$ cat config.mk
export PLATFORM = sky130hd
export DESIGN_NAME = text_line_tab_expand_clip
export DESIGN_NICKNAME = d
export VERILOG_FILES = /design/src/rtl/ttec_pkg.sv /design/src/rtl/text_line_tab_expand_clip.sv
export SDC_FILE = /design/constraint.sdc
export NUM_CORES = 1
export LEC_CHECK = 0
export BUFFER_PORTS_ARGS = -buffer_cell sky130_fd_sc_hd__clkbuf_2
export CORE_MARGIN = 2
export CORE_UTILIZATION = 35
export CTS_CLUSTER_SIZE = 20
export DETAILED_ROUTE_END_ITERATION = 7
export PLACE_DENSITY = 0.59
export SLEW_MARGIN = 20
export SYNTH_ARGS = -nofsm -noshare
export SYNTH_HDL_FRONTEND = slang
export SYNTH_SLANG_ARGS = --single-unit
$ cat constraint.sdc
create_clock -name clk -period 12.3 [get_ports clk]
set_input_delay 0 -clock clk [delete_from_list [all_inputs] [get_ports clk]]
set_output_delay 0 -clock clk [all_outputs]
set_load 0.005 [all_outputs]
$ cat src/rtl/ttec_pkg.sv
// Shared constants for the tab expansion and clipping block.
// Holds character codes, register indexes and reset values; depends on nothing.
`default_nettype none

package ttec_pkg;

  localparam int unsigned LINE_MAX_DEFAULT = 4096;

  localparam logic [7:0] TAB_CODE   = 8'd9;
  localparam logic [7:0] SPACE_CODE = 8'd32;

  localparam int unsigned CFG_INDEX_W = 4;
  localparam int unsigned CFG_DATA_W  = 12;

  localparam logic [CFG_INDEX_W-1:0] REG_TAB_STOP_WIDTH = 4'd0;
  localparam logic [CFG_INDEX_W-1:0] REG_SCROLL_COLUMN  = 4'd1;
  localparam logic [CFG_INDEX_W-1:0] REG_SCREEN_WIDTH   = 4'd2;
  localparam logic [CFG_INDEX_W-1:0] REG_WRAP_ENABLE    = 4'd3;

  localparam logic [4:0]  TAB_STOP_WIDTH_RESET = 5'd4;
  localparam logic [4:0]  TAB_STOP_WIDTH_MAX   = 5'd16;
  localparam logic [11:0] SCROLL_COLUMN_RESET  = 12'd0;
  localparam logic [11:0] SCREEN_WIDTH_RESET   = 12'd80;
  localparam logic        WRAP_ENABLE_RESET    = 1'b1;

endpackage

`default_nettype wire

$ cat src/rtl/text_line_tab_expand_clip.sv
// Tab expansion with horizontal scroll and clip for one text line.
// Uses ttec_pkg for character codes, register indexes and reset values.
`default_nettype none

// The input channel takes one raw character word per accepted transfer, with
// line_last set on the final character of a line. Each tab is expanded into
// spaces up to the next tab stop. Expanded positions left of scroll_column are
// skipped, and unless wrap_enable is set, positions at or beyond screen_width
// columns past the scroll point are clipped. Each visible position leaves as
// one output word carrying the character and its screen column. The last word
// of a line has line_done set; a line whose final character yields nothing
// visible ends with a bare marker word (char_valid low).
//
// A single placement step handles one expanded position per cycle, unless
// the output stalls, under a small sequencer. A plain character is accepted,
// then placed; a tab is accepted, then placed as spaces up to the next stop
// (1..16 of them). A dropped character is accepted and, when it ends the
// line, followed by a marker. Input stall is high while an item is in work.
// Output words sit in a register; while the receiver stalls, placement waits
// and the word is held. Reset clears the line state and loads the register
// defaults (tab width 4, scroll 0, width 80, wrap on). Configuration writes
// are taken in any cycle and are meant to happen while the block is idle.

module text_line_tab_expand_clip #(
  parameter int unsigned LINE_MAX = ttec_pkg::LINE_MAX_DEFAULT
) (
  input  wire logic                              clk,
  input  wire logic                              rst,
  // Configuration write channel.
  input  wire logic                              cfg_valid,
  output logic                                   cfg_ready,
  input  wire logic [ttec_pkg::CFG_INDEX_W-1:0]  cfg_index,
  input  wire logic [ttec_pkg::CFG_DATA_W-1:0]   cfg_data,
  // Input character channel.
  input  wire logic                              in_valid,
  output logic                                   in_stall,
  input  wire logic [7:0]                        char_code,
  input  wire logic                              line_last,
  // Output channel.
  output logic                                   out_valid,
  input  wire logic                              out_stall,
  output logic [7:0]                             out_char,
  output logic [11:0]                            disp_col,
  output logic                                   char_valid,
  output logic                                   line_done
);

  // Column counters must hold LINE_MAX-1; comparisons against the 12-bit
  // registers are done in a width that covers both.
  localparam int unsigned CW = $clog2(LINE_MAX);
  localparam int unsigned AW = (CW > 12) ? CW : 12;
  localparam logic [CW-1:0] CAP      = CW'(LINE_MAX - 1);
  localparam logic [CW-1:0] CAP_LAST = CW'(LINE_MAX - 2);

  localparam logic [1:0] S_IDLE = 2'd0;
  localparam logic [1:0] S_RUN  = 2'd1;
  localparam logic [1:0] S_MARK = 2'd2;

  // Configuration registers.
  logic [4:0]  tab_stop_width;
  logic [11:0] scroll_column;
  logic [11:0] screen_width;
  logic        wrap_enable;

  // Line and item state.
  logic [1:0]    state;
  logic [CW-1:0] expanded_col;
  logic [CW-1:0] raw_count;
  logic [3:0]    tab_phase;
  logic [4:0]    spaces_left;
  logic [7:0]    cur_char;
  logic          cur_last;
  logic          emitted;

  // Placement step signals.
  logic [AW-1:0] pos_w;
  logic [AW-1:0] scroll_w;
  logic [AW-1:0] width_w;
  logic [AW-1:0] sc_w;
  logic          visible;
  logic          edge_hit;
  logic          final_pos;
  logic          out_free;
  logic [3:0]    tab_phase_next;
  logic [4:0]    tab_spaces;
  logic          is_tab;
  logic          has_room;

  assign cfg_ready = 1'b1;
  assign in_stall  = (state != S_IDLE);
  assign out_free  = !out_valid || !out_stall;

  always_comb begin
    pos_w    = AW'(expanded_col);
    scroll_w = AW'(scroll_column);
    width_w  = AW'(screen_width);
    sc_w     = pos_w - scroll_w;
    visible  = (pos_w >= scroll_w) && (wrap_enable || (sc_w < width_w));
    // The position just before the clip edge is the last visible one.
    edge_hit = !wrap_enable && (({1'b0, sc_w} + (AW+1)'(1)) == {1'b0, width_w});
    // The current position is the item's last if the tab is used up or the
    // expanded limit is reached after it.
    final_pos = (spaces_left == 5'd1) || (expanded_col == CAP_LAST);
    tab_phase_next = (({1'b0, tab_phase} + 5'd1) >= tab_stop_width) ?
                     4'd0 : tab_phase + 4'd1;
    // A phase left beyond a shrunken tab width gives a single space.
    tab_spaces = ({1'b0, tab_phase} < tab_stop_width) ?
                 tab_stop_width - {1'b0, tab_phase} : 5'd1;
    is_tab   = (char_code == ttec_pkg::TAB_CODE);
    has_room = (raw_count < CAP) && (expanded_col < CAP);
  end

  always_ff @(posedge clk) begin
    if (rst) begin
      tab_stop_width <= ttec_pkg::TAB_STOP_WIDTH_RESET;
      scroll_column  <= ttec_pkg::SCROLL_COLUMN_RESET;
      screen_width   <= ttec_pkg::SCREEN_WIDTH_RESET;
      wrap_enable    <= ttec_pkg::WRAP_ENABLE_RESET;
      state          <= S_IDLE;
      expanded_col   <= '0;
      raw_count      <= '0;
      tab_phase      <= '0;
      spaces_left    <= '0;
      cur_last       <= 1'b0;
      emitted        <= 1'b0;
      out_valid      <= 1'b0;
    end else begin
      if (cfg_valid && cfg_ready) begin
        case (cfg_index)
          ttec_pkg::REG_TAB_STOP_WIDTH: begin
            // Only the low five bits count; zero or a value above 16 is ignored.
            if (cfg_data[4:0] != 5'd0 && cfg_data[4:0] <= ttec_pkg::TAB_STOP_WIDTH_MAX) begin
              tab_stop_width <= cfg_data[4:0];
            end
          end
          ttec_pkg::REG_SCROLL_COLUMN: scroll_column <= cfg_data;
          ttec_pkg::REG_SCREEN_WIDTH:  screen_width  <= cfg_data;
          ttec_pkg::REG_WRAP_ENABLE:   wrap_enable   <= cfg_data[0];
          default: ;
        endcase
      end

      if (out_valid && !out_stall) begin
        out_valid <= 1'b0;
      end

      case (state)
        S_IDLE: begin
          if (in_valid) begin
            cur_last <= line_last;
            emitted  <= 1'b0;
            if (has_room) begin
              raw_count   <= raw_count + CW'(1);
              cur_char    <= is_tab ? ttec_pkg::SPACE_CODE : char_code;
              spaces_left <= is_tab ? tab_spaces : 5'd1;
              state       <= S_RUN;
            end else if (line_last) begin
              // Dropped character that still ends the line.
              state <= S_MARK;
            end
          end
        end

        S_RUN: begin
          if (out_free) begin
            expanded_col <= expanded_col + CW'(1);
            tab_phase    <= tab_phase_next;
            spaces_left  <= spaces_left - 5'd1;
            if (visible) begin
              out_valid  <= 1'b1;
              out_char   <= cur_char;
              disp_col   <= sc_w[11:0];
              char_valid <= 1'b1;
              line_done  <= cur_last && (final_pos || edge_hit);
              emitted    <= 1'b1;
            end
            if (final_pos) begin
              spaces_left <= '0;
              if (cur_last && !emitted && !visible) begin
                state <= S_MARK;
              end else begin
                if (cur_last) begin
                  expanded_col <= '0;
                  tab_phase    <= '0;
                  raw_count    <= '0;
                end
                state <= S_IDLE;
              end
            end
          end
        end

        S_MARK: begin
          if (out_free) begin
            out_valid    <= 1'b1;
            out_char     <= 8'd0;
            disp_col     <= 12'd0;
            char_valid   <= 1'b0;
            line_done    <= 1'b1;
            expanded_col <= '0;
            tab_phase    <= '0;
            raw_count    <= '0;
            spaces_left  <= '0;
            state        <= S_IDLE;
          end
        end

        default: begin
          state <= S_IDLE;
        end
      endcase
    end
  end

endmodule

`default_nettype wire

# [After elaboration in Yosys (flattened, before gate mapping)]
# Cells that the tools add are included.
[totals] output_inout_bits=25 wordCells=145 ff_bits=98 input_bits=30
[op_classes] reduce_logical=36 muxes=58 add_sub_neg=8 bitwise=1 magnitude_cmp=7 eq_ne=18
[op_table] op="2-to-1 mux 12 bit" count=13
[op_table] op="one-hot mux 12 bit (2 select lines)" count=2
[op_table] op="one-hot mux 12 bit (3 select lines)" count=1
[op_table] op="2-to-1 mux 5 bit" count=7
[op_table] op="adder 12 x 1 -> 12 bit, second input constant" count=2
[op_table] op="less-than comparator 12 bit, second input constant" count=2
[op_table] op="2-to-1 mux 4 bit" count=6
[op_table] op="2-to-1 mux 8 bit" count=3
[op_table] op="inequality test 2 bit, second input constant" count=8
[op_table] op="one-hot mux 8 bit (2 select lines)" count=1
[op_table] op="one-hot mux 5 bit (3 select lines)" count=1
[op_table] op="AND reduction 5 bit" count=3
[op_table] op="2-to-1 mux 2 bit" count=7
[op_table] op="adder 12 x 1 -> 13 bit, second input constant" count=1
[op_table] op="== test 13 x 12 -> 1 bit" count=1
[op_table] op="== test 12 bit, second input constant" count=1
[op_table] op="greater-or-equal comparator 12 bit" count=1
[op_table] op="less-than comparator 12 bit" count=1
[op_table] op="subtractor 12 bit" count=1
[op_table] op="2-to-1 mux 1 bit" count=11
[op_table] op="== test 4 x 2 -> 1 bit, second input constant" count=2
[op_table] op="== test 8 x 4 -> 1 bit, second input constant" count=1
[op_table] op="logical AND 1 bit" count=8
[op_table] op="one-hot mux 1 bit (2 select lines)" count=4
[op_table] op="26 further kinds" count=40

# [Depth between registers and ports, before layout]
[depth] depth_word=10 mapped_depth=18 mapped_depth_nobuf=17

# [Worst setup path before layout]
# OpenSTA, ideal clock, no wires.
[synth_path] path_type="reg2reg" startpoint="register expanded_col[0]" endpoint="register char_valid (enable)" required_time_ns=11.865 synth_period_minus_slack_ns=5.336 stages_incl_launch_ff=16 path_slack_ns=6.964 t_arrival_ns=4.901 n_path_buf=0 setup_time_ns=0.435 path_cell_list="dfxtp_1 > inv_1 > ha_1 > fa_1 > nand2b_2 > a21oi_4 > nor4_1 > a311oi_4 > inv_1 > ha_1 > nand4_1 > a21oi_1 > o311a_1 > o21ai_0 > nand2_1 > a211oi_1"
[synth_between] elab_chain_cells=6 word_cells_on_any_way=7 cone_classes="add/sub (1); order compare (2); eq/ne (1); reduce/logical (3)"
[synth_rtl] item="from (decl)" line="text_line_tab_expand_clip.sv:67" rtl="logic [CW-1:0] expanded_col;"
[synth_rtl] item="from (signal assigned)" line="text_line_tab_expand_clip.sv:166" rtl="expanded_col <= expanded_col + CW'(1);"
[synth_rtl] item="subtractor 12 bit" line="text_line_tab_expand_clip.sv:97" rtl="sc_w = pos_w - scroll_w;"
[synth_rtl] item="net sc_w[6]" line="text_line_tab_expand_clip.sv:79" rtl="logic [AW-1:0] sc_w;"
[synth_rtl] item="less-than comparator 12 bit" line="text_line_tab_expand_clip.sv:98" rtl="visible = (pos_w >= scroll_w) && (wrap_enable || (sc_w < width_w));"
[synth_rtl] item="logical OR 1 bit" line="text_line_tab_expand_clip.sv:98"
[synth_rtl] item="logical AND 1 bit" line="text_line_tab_expand_clip.sv:98"
[synth_rtl] item="inequality test 2 bit (no source line)"
[synth_rtl] item="AND reduction 5 bit (no source line)"
[synth_rtl] item="to (signal assigned)" line="text_line_tab_expand_clip.sv:173" rtl="char_valid <= 1'b1;"
[synth_rtl] item="to (signal assigned)" line="text_line_tab_expand_clip.sv:198" rtl="char_valid <= 1'b0;"
[synth_rtl] item="to (decl)" line="text_line_tab_expand_clip.sv:44" rtl="output logic char_valid,"
# The timed path passes the listed nets, and every way through them passes these cells.
# A chain may end at the register's enable or synchronous reset.

# [Worst setup path after layout]
[layout_path] startpoint="register expanded_col[0]" endpoint="register out_char[4] (enable)"
[layout_between] elab_chain_cells=6 word_cells_on_any_way=7 cone_classes="add/sub (1); order compare (2); eq/ne (1); reduce/logical (3)"
[layout_rtl] item="subtractor 12 bit" line="text_line_tab_expand_clip.sv:97"
[layout_rtl] item="net sc_w[6]" line="text_line_tab_expand_clip.sv:79"
[layout_rtl] item="less-than comparator 12 bit" line="text_line_tab_expand_clip.sv:98"
[layout_rtl] item="logical OR 1 bit" line="text_line_tab_expand_clip.sv:98"
[layout_rtl] item="logical AND 1 bit" line="text_line_tab_expand_clip.sv:98"
[layout_rtl] item="inequality test 2 bit (no source line)"
[layout_rtl] item="AND reduction 5 bit (no source line)"
[layout_rtl] item="to (signal assigned)" line="text_line_tab_expand_clip.sv:171" rtl="out_char <= cur_char;"
[layout_rtl] item="to (decl)" line="text_line_tab_expand_clip.sv:42" rtl="output logic [7:0] out_char,"
# The timed path passes the listed nets, and every way through them passes these cells.

==> reports/results.ini <==
[floorplan]
die_h_microns=136.0
initial_core_util_pct=35.51
num_rows=48
ios=55
die_w_microns=136.0
core_sq_um=17180
die_area_sq_um=18500

[synth]
ys_seq_area_share_pct=37.09
synth_seq_cells=98
synthCells=680
synth_cell_types=77
ys_async_sr_fraction_pct=0
syn_area_sq_um=6100
avgSynthCellArea_sq_um=8.970
ys_warn_count=0
syn-num-nets=756
synth_ff_type=dfxtp_1
synth_edf_count=30

[place]
gp_congestion=0.8768
dpl_cell_area_sq_um=6545
place_hpwl_mm=11.03
place_ws_ps=7425
dp.cells=933
port_buffers=53

[routing]
vias=5021
via_per_inst=5.166
first_pass_iters=5
wire_per_inst_microns=15.20
met2_length_mm=6.762
drt_wl_total_mm=14.78
wl_met3_microns=454
highest_layer=met4
drtIter0Drc=306
m1WireLength_mm=7.440
antenna_left=0
drc=0

[power]
leakage_nw=2.979
powerDensity_nw_per_um2=159.3
finalPower_mw=1.130
ir_drop_mv=0.07932

[finish]
final_cell_mix=nor2_1 (78), dfxtp_1 (68), inv_1 (64), clkbuf_2 (53), nand2_1 (46)
nNetsFinal=818
final_common_cell=nor2_1
design_area_sq_um=7096
final_cells=972
n_antenna_cell=0
area.growth.synth_to_final_pct=16.33
drive_gt1_share_pct=13.39

[critical_path]
crit_type=reg2reg
critPathLaunchType=flop
critical_path_arrival_ps=4850
cp_max_fo=22
crit_required_ps=12280
cp-end-kind=flop

[sta]
setup_viol=0
hold_viol=0
finalMaxSlewViolations=0
tightest_slew_ps=1037
final.setup.worst_slack_ps=7430
fin_setup_tns_ps=0
fmax_mhz=205.3
slew_headroom_pct=30.66
min_period_over_period_pct=39.59
fin_crit_ps=4870
fin_worst_skew_ps=8.753
rsz0062_at_grt=no

[clocking]
h-tree-depth=3
cts_hold_buf=23
clkSlewWorstSetupHoldPaths_ps=70
cts_tree=built
cts_setup_buffers=0
clock_sinks=98
cts_buffers=9
cts-root-buf=clkbuf_16
cts_resized=0
clockBufferDepth=2
clk_latency_ps=360

[global_routing]
grt-ovfl-total=0
grt_usage_pct=16.53
antenna_found_initial=0
grt_pass1_wl_mm=24.05
grt_pass1_vias=4675
grt_max_degree=53

[flow_run]
max_cap_viol_count=0

[worst_hold_path]
hold_class=in2reg

[run_status]
status=finished, final reports clean

## cells by family (layout without fill, tap and decap cells)
kind of cell / Yosys count / after routing / synth area share, %
adder cells (fa/ha/maj): 46 / 46 / 9.682
buffers and inverters: 94 / 161 / 6.359
AND/OR/NAND/NOR: 222 / 222 / 17.70
flip-flops: 98 / 98 / 37.09
multiplexers: 33 / 33 / 5.436
other: 1 / 1 / 0.06148
AO/OA/AOI/OAI: 158 / 158 / 19.22
XOR/XNOR: 28 / 28 / 4.451
## metrics by stage
step                      hold WS (ps)  utilization (%)
after floorplan                  125.1                -
after global placement           211.8            38.10
after detailed placement         206.4            38.10
after CTS                        14.73            41.28
after global routing             46.32            41.31
final                            32.54            41.31
## layer usage
layer / up-vias / global-route usage [%]
li1: 2575 / -
met1: 2354 / 23.08
met2: 86 / 26.27
met3: 6 / 2.163
met4: 0 / 5.671
met5: - / 0
## Yosys cell counts (7+ instances only)
| master | number | area (sq um) |
|---|---|---|
| a211oi_1 | 13 | 97.59 |
| a21o_1 | 7 | 52.55 |
| a21oi_1 | 36 | 180.2 |
| a31oi_1 | 7 | 43.79 |
| and2_1 | 10 | 62.56 |
| and3_1 | 10 | 62.56 |
| clkbuf_1 | 20 | 75.07 |
| dfxtp_1 | 68 | 1361 |
| edfxtp_1 | 30 | 900.9 |
| ha_1 | 44 | 550.5 |
| inv_1 | 64 | 240.2 |
| mux2i_1 | 32 | 320.3 |
| nand2_1 | 46 | 172.7 |
| nand3_1 | 15 | 75.07 |
| nand4_1 | 14 | 87.58 |
| nor2_1 | 78 | 292.8 |
| nor2b_1 | 13 | 81.33 |
| nor3_1 | 7 | 35.03 |
| o21ai_0 | 25 | 125.1 |
| o311ai_0 | 7 | 61.31 |
| o41ai_1 | 7 | 61.31 |
| xnor2_1 | 17 | 148.9 |
| xor2_1 | 9 | 78.83 |
## sequential cells by signal, indices dropped and copies added, names as in the netlist
signal	flops
disp_col	12
expanded_col	12
raw_count	12
screen_width	12
scroll_column	12
cur_char	8
out_char	8
spaces_left	5
tab_stop_width	5
tab_phase	4
state	2
char_valid	1
cur_last	1
emitted	1
line_done	1
out_valid	1
wrap_enable	1
## power breakdown
| part | total [mW] | switching (mW) | internal, mW |
|---|---|---|---|
| Clock | 0.294 | 0.138 | 0.156 |
| Sequential | 0.417 | 0.0268 | 0.390 |
| Combinational | 0.419 | 0.257 | 0.162 |
## worst max-delay path, cell delays in order, from the launching register on
cell and delay, ps:
dfxtp_1 400, inv_1 80, ha_1 230, fa_1 430
nand2b_2 260, a21oi_4 180, nor4_1 90, a311oi_4 480
inv_1 130, ha_1 310, nand4_1 100, a21oi_1 50
o311a_1 360, o21ai_0 290, nand2_1 190, a211oi_4 910
## worst paths after layout
kind | endpoint | slack [ps] | startpoint | depth (start not counted)
max | out_char[4]$_SDFFCE_PP0P_ | 7430 | expanded_col[0]$_SDFFE_PP0P_ | 15
min | wrap_enable$_SDFFE_PP1P_ | 30 | cfg_valid | 4
max reg2reg | out_char[4]$_SDFFCE_PP0P_ | 7430 | expanded_col[0]$_SDFFE_PP0P_ | 15
min reg2reg | raw_count[5]$_SDFFE_PP0P_ | 480 | raw_count[5]$_SDFFE_PP0P_ | 1
## cell type report
class	count	area [sq um]
fill	1754	10080
multi-input combinational	488	3467
sequential	98	2262
timing repair buffer	80	525.5
tap	225	281.5
clock buffer	10	250.2
inverter	65	244.0
clock inverter	6	65.06
(Power assumes the default switching activity.)
